<file path="src/sv/light_state_to_rgb_assert.svh">
// assertion macros used by the light state to rgb back end
`ifndef LIGHT_STATE_TO_RGB_ASSERT_SVH
`define LIGHT_STATE_TO_RGB_ASSERT_SVH

// same-cycle implication, sampled on clk, off while rst_n is low
`define LSR_ASSERT_IMP(label, ante, cons, msg) \
    label: assert property (@(posedge clk) disable iff (!rst_n) (ante) |-> (cons)) \
        else $error(msg);

// next-cycle implication, sampled on clk, off while rst_n is low
`define LSR_ASSERT_NXT(label, ante, cons, msg) \
    label: assert property (@(posedge clk) disable iff (!rst_n) (ante) |=> (cons)) \
        else $error(msg);

`endif

</file>
<file path="src/sv/lsr_pkg.sv">
// shared types, codes, constants and constant dividers for the light state to rgb block
package lsr_pkg;

    localparam int OPCODE_W = 3;
    localparam int VALUE_W  = 16;
    localparam int COLOR_W  = 8;
    localparam int PCT_W    = 7;
    localparam int TP_W     = 13;

    localparam logic [OPCODE_W-1:0] OP_POWER      = 3'd0;
    localparam logic [OPCODE_W-1:0] OP_BRIGHTNESS = 3'd1;
    localparam logic [OPCODE_W-1:0] OP_HUE        = 3'd2;
    localparam logic [OPCODE_W-1:0] OP_SATURATION = 3'd3;
    localparam logic [OPCODE_W-1:0] OP_TEMPERATURE = 3'd4;

    localparam logic [VALUE_W-1:0] T_MIN   = 16'd2000;
    localparam logic [VALUE_W-1:0] T_MAX   = 16'd6500;
    localparam logic [TP_W-1:0]    TP_MAX  = 13'd4500;
    localparam logic [PCT_W-1:0]   PCT_MAX = 7'd100;

    localparam int QUEUE_DEPTH_DEFAULT = 4;

    // one classified event: full light state after the update
    typedef struct packed {
        logic                power_on;
        logic [PCT_W-1:0]    brightness;
        logic [VALUE_W-1:0]  hue;
        logic [PCT_W-1:0]    saturation;
        logic                temp_mode;
        logic [TP_W-1:0]     temp_p;
    } lsr_job_t;

    // x / 100 for x <= 25500
    function automatic logic [COLOR_W-1:0] div100(input logic [14:0] x);
        logic [30:0] prod;
        prod = 31'(x) * 31'd41944;
        return prod[29:22];
    endfunction

    // x / 60 for x <= 15300
    function automatic logic [COLOR_W-1:0] div60(input logic [13:0] x);
        logic [28:0] prod;
        prod = 29'(x) * 29'd17477;
        return prod[27:20];
    endfunction

    // x / 4500 for x <= 787500
    function automatic logic [COLOR_W-1:0] div4500(input logic [19:0] x);
        logic [39:0] prod;
        prod = 40'(x) * 40'd954438;
        return prod[39:32];
    endfunction

    // x / 360 for any 16-bit x
    function automatic logic [COLOR_W-1:0] div360(input logic [15:0] x);
        logic [31:0] prod;
        prod = 32'(x) * 32'd46604;
        return prod[31:24];
    endfunction

endpackage

</file>
<file path="src/sv/lsr_front.sv">
// front end: takes set events, keeps the light state, emits one job per event
module lsr_front (
    input  logic                         clk,
    input  logic                         rst_n,
    input  logic                         push,
    input  logic [lsr_pkg::OPCODE_W-1:0] opcode,
    input  logic [lsr_pkg::VALUE_W-1:0]  set_value,
    input  logic                         q_full,
    output logic                         q_push,
    output lsr_pkg::lsr_job_t            job
);
    import lsr_pkg::*;

    logic               power_reg, power_next;
    logic [PCT_W-1:0]   bri_reg, bri_next;
    logic [VALUE_W-1:0] hue_reg, hue_next;
    logic [PCT_W-1:0]   sat_reg, sat_next;
    logic               mode_reg, mode_next;
    logic [TP_W-1:0]    tp_reg, tp_next;
    logic [PCT_W-1:0]   pct_clamped;
    logic [VALUE_W-1:0] tp_wide;

    assign q_push = push && !q_full;

    assign pct_clamped = (set_value > VALUE_W'(PCT_MAX)) ? PCT_MAX : set_value[PCT_W-1:0];
    assign tp_wide = (set_value < T_MIN) ? '0 :
                     (set_value > T_MAX) ? VALUE_W'(TP_MAX) : (set_value - T_MIN);

    always_comb
    begin
        power_next = power_reg;
        bri_next   = bri_reg;
        hue_next   = hue_reg;
        sat_next   = sat_reg;
        mode_next  = mode_reg;
        tp_next    = tp_reg;
        case (opcode)
            OP_POWER:
            begin
                power_next = set_value[0];
            end
            OP_BRIGHTNESS:
            begin
                // zero brightness is ignored
                if (set_value != '0)
                begin
                    bri_next = pct_clamped;
                end
            end
            OP_HUE:
            begin
                hue_next  = set_value;
                mode_next = 1'b0;
            end
            OP_SATURATION:
            begin
                sat_next  = pct_clamped;
                mode_next = 1'b0;
            end
            OP_TEMPERATURE:
            begin
                tp_next   = tp_wide[TP_W-1:0];
                mode_next = 1'b1;
            end
            default:
            begin
                power_next = power_reg;
            end
        endcase
    end

    always_ff @(posedge clk or negedge rst_n)
    begin
        if (!rst_n)
        begin
            power_reg <= 1'b0;
            bri_reg   <= '0;
            hue_reg   <= '0;
            sat_reg   <= '0;
            mode_reg  <= 1'b0;
            tp_reg    <= '0;
        end
        else if (q_push)
        begin
            power_reg <= power_next;
            bri_reg   <= bri_next;
            hue_reg   <= hue_next;
            sat_reg   <= sat_next;
            mode_reg  <= mode_next;
            tp_reg    <= tp_next;
        end
    end

    assign job.power_on   = power_next;
    assign job.brightness = bri_next;
    assign job.hue        = hue_next;
    assign job.saturation = sat_next;
    assign job.temp_mode  = mode_next;
    assign job.temp_p     = tp_next;

endmodule

</file>
<file path="src/sv/lsr_queue.sv">
// short job queue between front and back
module lsr_queue #(
    parameter int DEPTH = lsr_pkg::QUEUE_DEPTH_DEFAULT
) (
    input  logic              clk,
    input  logic              rst_n,
    input  logic              push_en,
    input  lsr_pkg::lsr_job_t job_in,
    output logic              full,
    input  logic              pop_en,
    output lsr_pkg::lsr_job_t job_out,
    output logic              empty
);
    import lsr_pkg::*;

    localparam int IDX_W = (DEPTH > 1) ? $clog2(DEPTH) : 1;
    localparam int CNT_W = $clog2(DEPTH + 1);
    localparam logic [IDX_W-1:0] LAST = IDX_W'(DEPTH - 1);

    lsr_job_t           slot_reg [DEPTH];
    logic [IDX_W-1:0]   wr_ptr_reg, rd_ptr_reg;
    logic [CNT_W-1:0]   count_reg, count_next;

    assign full    = (count_reg == CNT_W'(DEPTH));
    assign empty   = (count_reg == '0);
    assign job_out = slot_reg[rd_ptr_reg];

    always_comb
    begin
        count_next = count_reg;
        if (push_en && !(pop_en && !empty))
        begin
            count_next = count_reg + 1'b1;
        end
        else if (!push_en && pop_en && !empty)
        begin
            count_next = count_reg - 1'b1;
        end
    end

    always_ff @(posedge clk)
    begin
        if (push_en)
        begin
            slot_reg[wr_ptr_reg] <= job_in;
        end
    end

    always_ff @(posedge clk or negedge rst_n)
    begin
        if (!rst_n)
        begin
            wr_ptr_reg <= '0;
            rd_ptr_reg <= '0;
            count_reg  <= '0;
        end
        else
        begin
            count_reg <= count_next;
            if (push_en)
            begin
                wr_ptr_reg <= (wr_ptr_reg == LAST) ? '0 : wr_ptr_reg + 1'b1;
            end
            if (pop_en && !empty)
            begin
                rd_ptr_reg <= (rd_ptr_reg == LAST) ? '0 : rd_ptr_reg + 1'b1;
            end
        end
    end

endmodule

</file>
<file path="src/sv/lsr_back.sv">
// back end: sequenced hsv / color temperature conversion and result register
module lsr_back (
    input  logic                        clk,
    input  logic                        rst_n,
    input  logic                        q_empty,
    input  lsr_pkg::lsr_job_t           job_in,
    output logic                        q_pop,
    input  logic                        pop,
    output logic                        empty,
    output logic [lsr_pkg::COLOR_W-1:0] red,
    output logic [lsr_pkg::COLOR_W-1:0] green,
    output logic [lsr_pkg::COLOR_W-1:0] blue
);
    import lsr_pkg::*;
    `include "light_state_to_rgb_assert.svh"

    localparam logic [3:0] ST_IDLE = 4'd0;
    localparam logic [3:0] ST_H1   = 4'd1;
    localparam logic [3:0] ST_H2   = 4'd2;
    localparam logic [3:0] ST_H3   = 4'd3;
    localparam logic [3:0] ST_H4   = 4'd4;
    localparam logic [3:0] ST_H5   = 4'd5;
    localparam logic [3:0] ST_H6   = 4'd6;
    localparam logic [3:0] ST_H7   = 4'd7;
    localparam logic [3:0] ST_T1   = 4'd8;
    localparam logic [3:0] ST_T2   = 4'd9;
    localparam logic [3:0] ST_T3   = 4'd10;
    localparam logic [3:0] ST_T4   = 4'd11;
    localparam logic [3:0] ST_OUT  = 4'd12;

    // sextant of the hue: which channels get chroma and the ramp value
    localparam logic [2:0] SX_RED_UP   = 3'd0;
    localparam logic [2:0] SX_GREEN_DN = 3'd1;
    localparam logic [2:0] SX_GREEN_UP = 3'd2;
    localparam logic [2:0] SX_BLUE_DN  = 3'd3;
    localparam logic [2:0] SX_BLUE_UP  = 3'd4;
    localparam logic [2:0] SX_RED_DN   = 3'd5;

    logic [3:0]         state_reg, state_next;
    logic               out_valid_reg;
    logic [COLOR_W-1:0] out_reg [3];
    logic [COLOR_W-1:0] res_reg [3];

    lsr_job_t           job_reg;
    logic [COLOR_W-1:0] q360_reg;
    logic [14:0]        vnum_reg;
    logic [COLOR_W-1:0] v_reg;
    logic [8:0]         h_reg;
    logic [5:0]         d_reg;
    logic [2:0]         sext_reg;
    logic [14:0]        cnum_reg;
    logic [COLOR_W-1:0] c_reg;
    logic [13:0]        xnum_reg;
    logic [COLOR_W-1:0] x_reg;
    logic [COLOR_W-1:0] m_reg;
    logic [19:0]        num_reg [3];
    logic [COLOR_W-1:0] tc_reg [3];
    logic [14:0]        tb_reg [3];

    logic               black_in, black_job, load_out;
    logic [15:0]        hue_rem;
    logic [6:0]         hm;
    logic [6:0]         d_wide;

    assign black_in  = !job_in.power_on || (job_in.brightness == '0);
    assign black_job = !job_reg.power_on || (job_reg.brightness == '0);
    assign q_pop     = (state_reg == ST_IDLE) && !q_empty;
    assign load_out  = (state_reg == ST_OUT) && (!out_valid_reg || pop);

    assign hue_rem = job_reg.hue - ({8'd0, q360_reg} * 16'd360);
    assign hm      = (h_reg >= 9'd240) ? 7'(h_reg - 9'd240) :
                     (h_reg >= 9'd120) ? 7'(h_reg - 9'd120) : h_reg[6:0];
    assign d_wide  = (hm > 7'd60) ? (hm - 7'd60) : (7'd60 - hm);

    always_comb
    begin
        state_next = state_reg;
        case (state_reg)
            ST_IDLE:
            begin
                if (!q_empty)
                begin
                    state_next = black_in ? ST_OUT : (job_in.temp_mode ? ST_T1 : ST_H1);
                end
            end
            ST_H1: state_next = ST_H2;
            ST_H2: state_next = ST_H3;
            ST_H3: state_next = ST_H4;
            ST_H4: state_next = ST_H5;
            ST_H5: state_next = ST_H6;
            ST_H6: state_next = ST_H7;
            ST_H7: state_next = ST_OUT;
            ST_T1: state_next = ST_T2;
            ST_T2: state_next = ST_T3;
            ST_T3: state_next = ST_T4;
            ST_T4: state_next = ST_OUT;
            ST_OUT:
            begin
                if (load_out)
                begin
                    state_next = ST_IDLE;
                end
            end
            default: state_next = ST_IDLE;
        endcase
    end

    // datapath for the hsv and temperature steps
    always_ff @(posedge clk)
    begin
        case (state_reg)
            ST_IDLE:
            begin
                if (!q_empty)
                begin
                    job_reg <= job_in;
                    if (black_in)
                    begin
                        res_reg[0] <= '0;
                        res_reg[1] <= '0;
                        res_reg[2] <= '0;
                    end
                end
            end
            ST_H1:
            begin
                q360_reg <= div360(job_reg.hue);
                vnum_reg <= 15'(job_reg.brightness) * 15'd255;
            end
            ST_H2:
            begin
                h_reg <= hue_rem[8:0];
                v_reg <= div100(vnum_reg);
            end
            ST_H3:
            begin
                d_reg    <= d_wide[5:0];
                sext_reg <= (h_reg < 9'd60)  ? SX_RED_UP   :
                            (h_reg < 9'd120) ? SX_GREEN_DN :
                            (h_reg < 9'd180) ? SX_GREEN_UP :
                            (h_reg < 9'd240) ? SX_BLUE_DN  :
                            (h_reg < 9'd300) ? SX_BLUE_UP  : SX_RED_DN;
                cnum_reg <= 15'(v_reg) * 15'(job_reg.saturation);
            end
            ST_H4:
            begin
                c_reg <= div100(cnum_reg);
            end
            ST_H5:
            begin
                xnum_reg <= 14'(c_reg) * 14'(6'd60 - d_reg);
                m_reg    <= v_reg - c_reg;
            end
            ST_H6:
            begin
                x_reg <= div60(xnum_reg);
            end
            ST_H7:
            begin
                case (sext_reg)
                    SX_RED_UP:
                    begin
                        res_reg[0] <= c_reg + m_reg;
                        res_reg[1] <= x_reg + m_reg;
                        res_reg[2] <= m_reg;
                    end
                    SX_GREEN_DN:
                    begin
                        res_reg[0] <= x_reg + m_reg;
                        res_reg[1] <= c_reg + m_reg;
                        res_reg[2] <= m_reg;
                    end
                    SX_GREEN_UP:
                    begin
                        res_reg[0] <= m_reg;
                        res_reg[1] <= c_reg + m_reg;
                        res_reg[2] <= x_reg + m_reg;
                    end
                    SX_BLUE_DN:
                    begin
                        res_reg[0] <= m_reg;
                        res_reg[1] <= x_reg + m_reg;
                        res_reg[2] <= c_reg + m_reg;
                    end
                    SX_BLUE_UP:
                    begin
                        res_reg[0] <= x_reg + m_reg;
                        res_reg[1] <= m_reg;
                        res_reg[2] <= c_reg + m_reg;
                    end
                    default:
                    begin
                        res_reg[0] <= c_reg + m_reg;
                        res_reg[1] <= m_reg;
                        res_reg[2] <= x_reg + m_reg;
                    end
                endcase
            end
            ST_T1:
            begin
                // warm to cool span per channel: -75, +40, +175
                num_reg[0] <= 20'(job_reg.temp_p) * 20'd75;
                num_reg[1] <= 20'(job_reg.temp_p) * 20'd40;
                num_reg[2] <= 20'(job_reg.temp_p) * 20'd175;
            end
            ST_T2:
            begin
                tc_reg[0] <= 8'd255 - div4500(num_reg[0]);
                tc_reg[1] <= 8'd180 + div4500(num_reg[1]);
                tc_reg[2] <= 8'd80 + div4500(num_reg[2]);
            end
            ST_T3:
            begin
                for (int i = 0; i < 3; i++)
                begin
                    tb_reg[i] <= 15'(tc_reg[i]) * 15'(job_reg.brightness);
                end
            end
            ST_T4:
            begin
                for (int i = 0; i < 3; i++)
                begin
                    res_reg[i] <= div100(tb_reg[i]);
                end
            end
            default:
            begin
                job_reg <= job_reg;
            end
        endcase
    end

    always_ff @(posedge clk)
    begin
        if (load_out)
        begin
            out_reg[0] <= res_reg[0];
            out_reg[1] <= res_reg[1];
            out_reg[2] <= res_reg[2];
        end
    end

    always_ff @(posedge clk or negedge rst_n)
    begin
        if (!rst_n)
        begin
            state_reg     <= ST_IDLE;
            out_valid_reg <= 1'b0;
        end
        else
        begin
            state_reg <= state_next;
            if (load_out)
            begin
                out_valid_reg <= 1'b1;
            end
            else if (pop)
            begin
                out_valid_reg <= 1'b0;
            end
        end
    end

    assign empty = !out_valid_reg;
    assign red   = out_reg[0];
    assign green = out_reg[1];
    assign blue  = out_reg[2];

    `LSR_ASSERT_IMP(a_pop_only_idle, q_pop, state_reg == ST_IDLE, "job taken outside idle")
    `LSR_ASSERT_IMP(a_chroma_le_value, state_reg == ST_H5, c_reg <= v_reg, "chroma above value")
    `LSR_ASSERT_IMP(a_temp_span, state_reg == ST_T1, job_reg.temp_p <= TP_MAX,
        "temperature offset out of range")
    `LSR_ASSERT_NXT(a_black_out, load_out && black_job,
        !empty && red == '0 && green == '0 && blue == '0, "dark light gave nonzero drive")

endmodule

</file>
<file path="src/sv/light_state_to_rgb.sv">
// top level: light state register file with rgb drive output
//
//  channel   direction  handshake       word
//  event     in         push / full     opcode, set_value
//  drive     out        empty / pop     red, green, blue
//
// every accepted event word produces exactly one drive word, in order
// the back end steps dark events straight to output, temperature jobs
// through T1 to T4 and hsv jobs through H1 to H7, then waits for room
// the front end takes an event in any cycle the job queue has room
// reset (rst_n low, asynchronous) turns the light off, clears the light state
// and empties the queue and the output register
// a drive word waits in the output register while the queue keeps filling
module light_state_to_rgb #(
    parameter int QUEUE_DEPTH = lsr_pkg::QUEUE_DEPTH_DEFAULT
) (
    input  logic                         clk,
    input  logic                         rst_n,
    input  logic                         push,
    output logic                         full,
    input  logic [lsr_pkg::OPCODE_W-1:0] opcode,
    input  logic [lsr_pkg::VALUE_W-1:0]  set_value,
    output logic                         empty,
    input  logic                         pop,
    output logic [lsr_pkg::COLOR_W-1:0]  red,
    output logic [lsr_pkg::COLOR_W-1:0]  green,
    output logic [lsr_pkg::COLOR_W-1:0]  blue
);
    import lsr_pkg::*;

    // job path: front classifies and updates state, back converts
    lsr_job_t front_job;
    lsr_job_t back_job;
    logic     q_push;
    logic     q_full;
    logic     q_pop;
    logic     q_empty;

    // input side is full whenever the job queue is
    assign full = q_full;

    lsr_front u_front (
        .clk       (clk),
        .rst_n     (rst_n),
        .push      (push),
        .opcode    (opcode),
        .set_value (set_value),
        .q_full    (q_full),
        .q_push    (q_push),
        .job       (front_job)
    );

    lsr_queue #(
        .DEPTH (QUEUE_DEPTH)
    ) u_queue (
        .clk     (clk),
        .rst_n   (rst_n),
        .push_en (q_push),
        .job_in  (front_job),
        .full    (q_full),
        .pop_en  (q_pop),
        .job_out (back_job),
        .empty   (q_empty)
    );

    // back end owns the output register and the result handshake
    lsr_back u_back (
        .clk     (clk),
        .rst_n   (rst_n),
        .q_empty (q_empty),
        .job_in  (back_job),
        .q_pop   (q_pop),
        .pop     (pop),
        .empty   (empty),
        .red     (red),
        .green   (green),
        .blue    (blue)
    );

endmodule

</file>
<file path="config.mk">
export PLATFORM = sky130hd
export DESIGN_NAME = light_state_to_rgb
export DESIGN_NICKNAME = d
export VERILOG_FILES = /design/src/sv/lsr_pkg.sv /design/src/sv/lsr_front.sv /design/src/sv/lsr_queue.sv /design/src/sv/lsr_back.sv /design/src/sv/light_state_to_rgb.sv
export VERILOG_INCLUDE_DIRS = /design/src /design/src/sv
export SDC_FILE = /design/constraint.sdc
export NUM_CORES = 2
export LEC_CHECK = 0
export BUFFER_PORTS_ARGS = -buffer_cell sky130_fd_sc_hd__buf_2
export CORE_MARGIN = 2
export CORE_UTILIZATION = 60
export CTS_CLUSTER_DIAMETER = 200
export DETAILED_ROUTE_END_ITERATION = 10
export PLACE_DENSITY_LB_ADDON = 0.2
export RECOVER_POWER = 100
export REMOVE_ABC_BUFFERS = 1
export SLEW_MARGIN = 25
export SYNTH_ARGS = -nofsm -noshare
export SYNTH_HDL_FRONTEND = slang
export SYNTH_HIERARCHICAL = 1
export SYNTH_SLANG_ARGS = --single-unit
</file>
<file path="constraint.sdc">
create_clock -name clk -period 11.5 [get_ports clk]
set_input_delay 3.45 -clock clk [delete_from_list [all_inputs] [get_ports clk]]
set_output_delay 3.45 -clock clk [all_outputs]
set_load 0.05 [all_outputs]
</file>
==> implementation parameters <==
Parameter                              Value

Synthesis
  Portion of the post-synthesis area used by sequential elements    0.231
  Async set-reset flop share out of synthesis    0.104
  Yosys warns    6
  Top_reg_cell synth    edfxtp_1
  Count of distinct cell types in the synthesized netlist    96
  Post-synthesis area per instance    11.1 µm²
  Portion of synthesized cell area occupied by the leading cell type    0.259
  Post-synth EDFFs    493
  Synthesized instance count    6337
  Largest area contributor in the synthesized netlist    ha_1
  Most area-consuming cells after synthesis    ha_1 (26%), fa_1 (25%), edfxtp_1 (21%)
  Cell area after synthesis    70300 µm²
  Synthesized flop and latch total    550

Run
  Max_cap viols    15

STA
  Unrepaired setup endpoints after global routing    false
  Achievable clock frequency    129 MHz
  Total Negative Setup Slacks    0 ns
  Count of final setup violators    0
  Portion of the clock cycle consumed by the worst path in the final layout    0.672
  Final count of hold timing violations    0
  Number of max-slew violations in the final report    545
  Transition at the pin with the smallest max-transition slack    3.53 ns
  Worst Skew    0.0456 ns
  Post-layout minimum cycle time    7.73 ns
  Max transition margin    -1.35

Floorplanning
  Number of rows created at floorplan    125
  Die Footprint    120000 µm²
  Initial core utilization    0.605
  Vertical die dimension    346 µm
  Area of the core region    116000 µm²
  Die boundary width    346 µm
  I/O Pins    49

Route
  Post-detailed-route count of antenna-violating nets    0
  DRT iter0 DRCs    2246
  Final Routed Wirelength    134 mm
  Routed wire per std cell    16.8 µm
  Count of unresolved DRC violations after routing    0
  Ratio of routed vias to standard cells    5.43
  Number of optimization iterations in the first detailed-route pass    9
  Total number of vias    43300

Clock network
  TritonCTS sink count    550
  Clock transition at the register clock pins on the worst setup and hold paths after CTS    0.06 ns
  Clock latency reported for the late side of the worst-skew pair    0.70 ns
  Number of gates given a new drive strength after cts    0
  CTS tree    yes
  Root buffer selected by CTS    clkbuf_16
  Number of hold buffers added after CTS    0
  Number of setup buffers added after CTS    0
  Number of buffers inserted during clock tree synthesis    61
  CTS max path bufs    3
  CTS H-Tree Depth    2

Status
  Violations in the final reports    max-capacitance violations, max-slew violations
  Result of the run    finished, violations left

Placed design
  Count of input and output buffers    48
  Weighted congestion reported at the end of routability-driven placement    0.899
  Final HPWL from detailed placement    111 mm

Min path
  Worst Hold Path Cells    0
  Worst min-delay path category    flop to flop

Critical path
  Data required time of the worst path    11.92 ns
  Cell breakdown of the critical path    clkbuf_1 > fa_1 > xor2_1 > ha_1 > a21o_1 > fa_1 > fa_1 > inv_1 > fa_1 > fa_1 > inv_1 > ha_1 > a211oi_1 > o21bai_1 > a41oi_1 > a21oi_1 > a211oi_1 > a311oi_1 > or3_1 > o41ai_2 > a2111oi_2 > xnor2_1
  Crit path largest cell delay    1.02 ns
  Most repeated library cell on the critical path    fa_1
  Buf/Inv on CP    3
  Category of the critical setup timing path    flop to flop
  Crit path max fanout    18
  Crit path max-delay cell type    clkbuf_1
  Count of cell instances traversed by the critical path    22
  Setup slack of the worst register-to-register path    3.77 ns
  Nature of the critical path endpoint    flop
  Critical path launch point type    flop
  Crit path arrival time    8.15 ns
  Category of cells accounting for the largest share of critical-path delay    adder cells
  Logic depth of the worst register-to-register path    22

Cells and area
  Filler instances    9234
  Share of post-route cells with drive strength above 1    0.0330
  Number of flip-flops under the largest register name    180
  Layout net count    8756
  Area grow syn2layout    5.61%

GRT
  Total grt overflow    0
  Vias in the first global route    46200
  Total GRT Usage    0.234
  Initial antenna violation count    1
  First-pass GRT wire length    229 mm
  Largest net degree at the start of global routing    58
worst register-to-register path, stage by stage (launching register included):
cell       delay (ns)
edfxtp_1         0.32
clkbuf_1         1.02
fa_1             0.63
xor2_1           0.19
ha_1             0.20
a21o_1           0.17
fa_1             0.42
fa_1             0.51
inv_1            0.05
fa_1             0.39
fa_1             0.51
inv_1            0.04
ha_1             0.30
a211oi_1         0.25
o21bai_1         0.11
a41oi_1          0.22
a21oi_1          0.11
a211oi_1         0.61
a311oi_1         0.32
or3_1            0.45
o41ai_2          0.40
a2111oi_2        0.13
xnor2_1          0.14
metal layers:
metal  global-route usage  vias to the layer above  share of wire
met2                0.390                      686           0.47
met1                0.329                    21300           0.47
met5                    0                        -              0
met3               0.0303                      168          0.040
li1                     -                    21100              -
met4               0.0520                        0          0.019
per-stage QoR:
stage               utilization  worst slack [ns]  hold WS [ns]  instance area, µm²  cells
detailed placement        0.623              4.77         0.405               72300   7869
finish                    0.639              3.77         0.417               74200   7985
global route              0.639              3.35         0.426               74200   7985
floorplan                     -              5.14         0.400               69900   6269
CTS                       0.641              4.75         0.419               74400   7984
global placement          0.622              4.92         0.402               72300   7867
path summary, 6_finish.rpt:
path                                  startpoint                    end
min reg2reg                u_back/res_reg[0][10]  u_back/out_reg[0][10]
max reg2reg                u_back/num_reg[0][36]   u_back/tc_reg[0][23]
max in group asynchronous                  rst_n  u_queue/rd_ptr_reg[1]
max                        u_back/num_reg[0][36]   u_back/tc_reg[0][23]
min                        u_back/res_reg[0][10]  u_back/out_reg[0][10]
min in group asynchronous                  rst_n     u_front/tp_reg[12]
cell usage after synthesis, types with 16 or more instances:
cell	number
a211oi_1	21
a21o_1	83
a21oi_1	201
a22o_1	19
and2_1	134
and3_1	22
clkbuf_1	46
dfrtp_1	57
edfxtp_1	493
fa_1	870
ha_1	1455
inv_1	1469
mux2_2	19
mux4_2	45
nand2_1	341
nand2b_1	24
nand3_1	49
nand4_1	17
nor2_1	147
nor2b_1	30
nor3_1	63
o211ai_1	16
o21a_1	21
o21ai_0	130
o21bai_1	45
or3_1	18
xnor2_1	209
xor2_1	56
layout by cell type (no fill, tap or decap), drive strengths merged, types with 10 or more instances in the layout:
cell type / count
o21ai: 135
nand4: 17
mux2: 19
a21o: 83
inv: 1482
nand2: 341
a2111oi: 12
nand2b: 25
a31oi: 15
xor2: 56
xnor2: 209
o21bai: 45
clkinv: 22
a22o: 19
a31o: 14
fa: 870
edfxtp: 493
and2: 134
buf: 23
nor3: 64
o31ai: 11
or3: 19
dfrtp: 57
nor2: 147
o41ai: 10
o21a: 21
clkbuf: 126
a211oi: 23
and3: 23
o211ai: 16
ha: 1455
nor2b: 30
a21oi: 205
mux4: 45
nand3: 49
o22ai: 12
logic make-up (layout without fill, tap and decap cells):
logic type / Yosys count / after routing / share of synthesized area
DFF: 550 / 550 / 0.231
xor gates and xnor gates: 265 / 265 / 0.0330
muxes: 70 / 70 / 0.0183
other: 0 / 1 / 0
buffers and inverters: 1537 / 1660 / 0.0834
adders and majority gates: 2326 / 2326 / 0.507
and+or+nand+nor: 890 / 890 / 0.0614
AOI/OAI and AO/OA: 699 / 699 / 0.0658
final cells by class:
class | instances | area, µm² | share of cell area
antenna | 1 | 2.50 | 0.0000337
clock buffer | 73 | 1660 | 0.0224
clock inverter | 42 | 437 | 0.00588
inverter | 1469 | 5510 | 0.0743
multi-input combinational | 4250 | 48100 | 0.648
sequential | 550 | 16200 | 0.219
tap | 1524 | 1910 | 0.0257
timing repair buffer | 76 | 347 | 0.00467
Power is left out: the tool's default activity adds up to more than one toggle a clock period on the data nets, which glitch-free logic cannot reach.
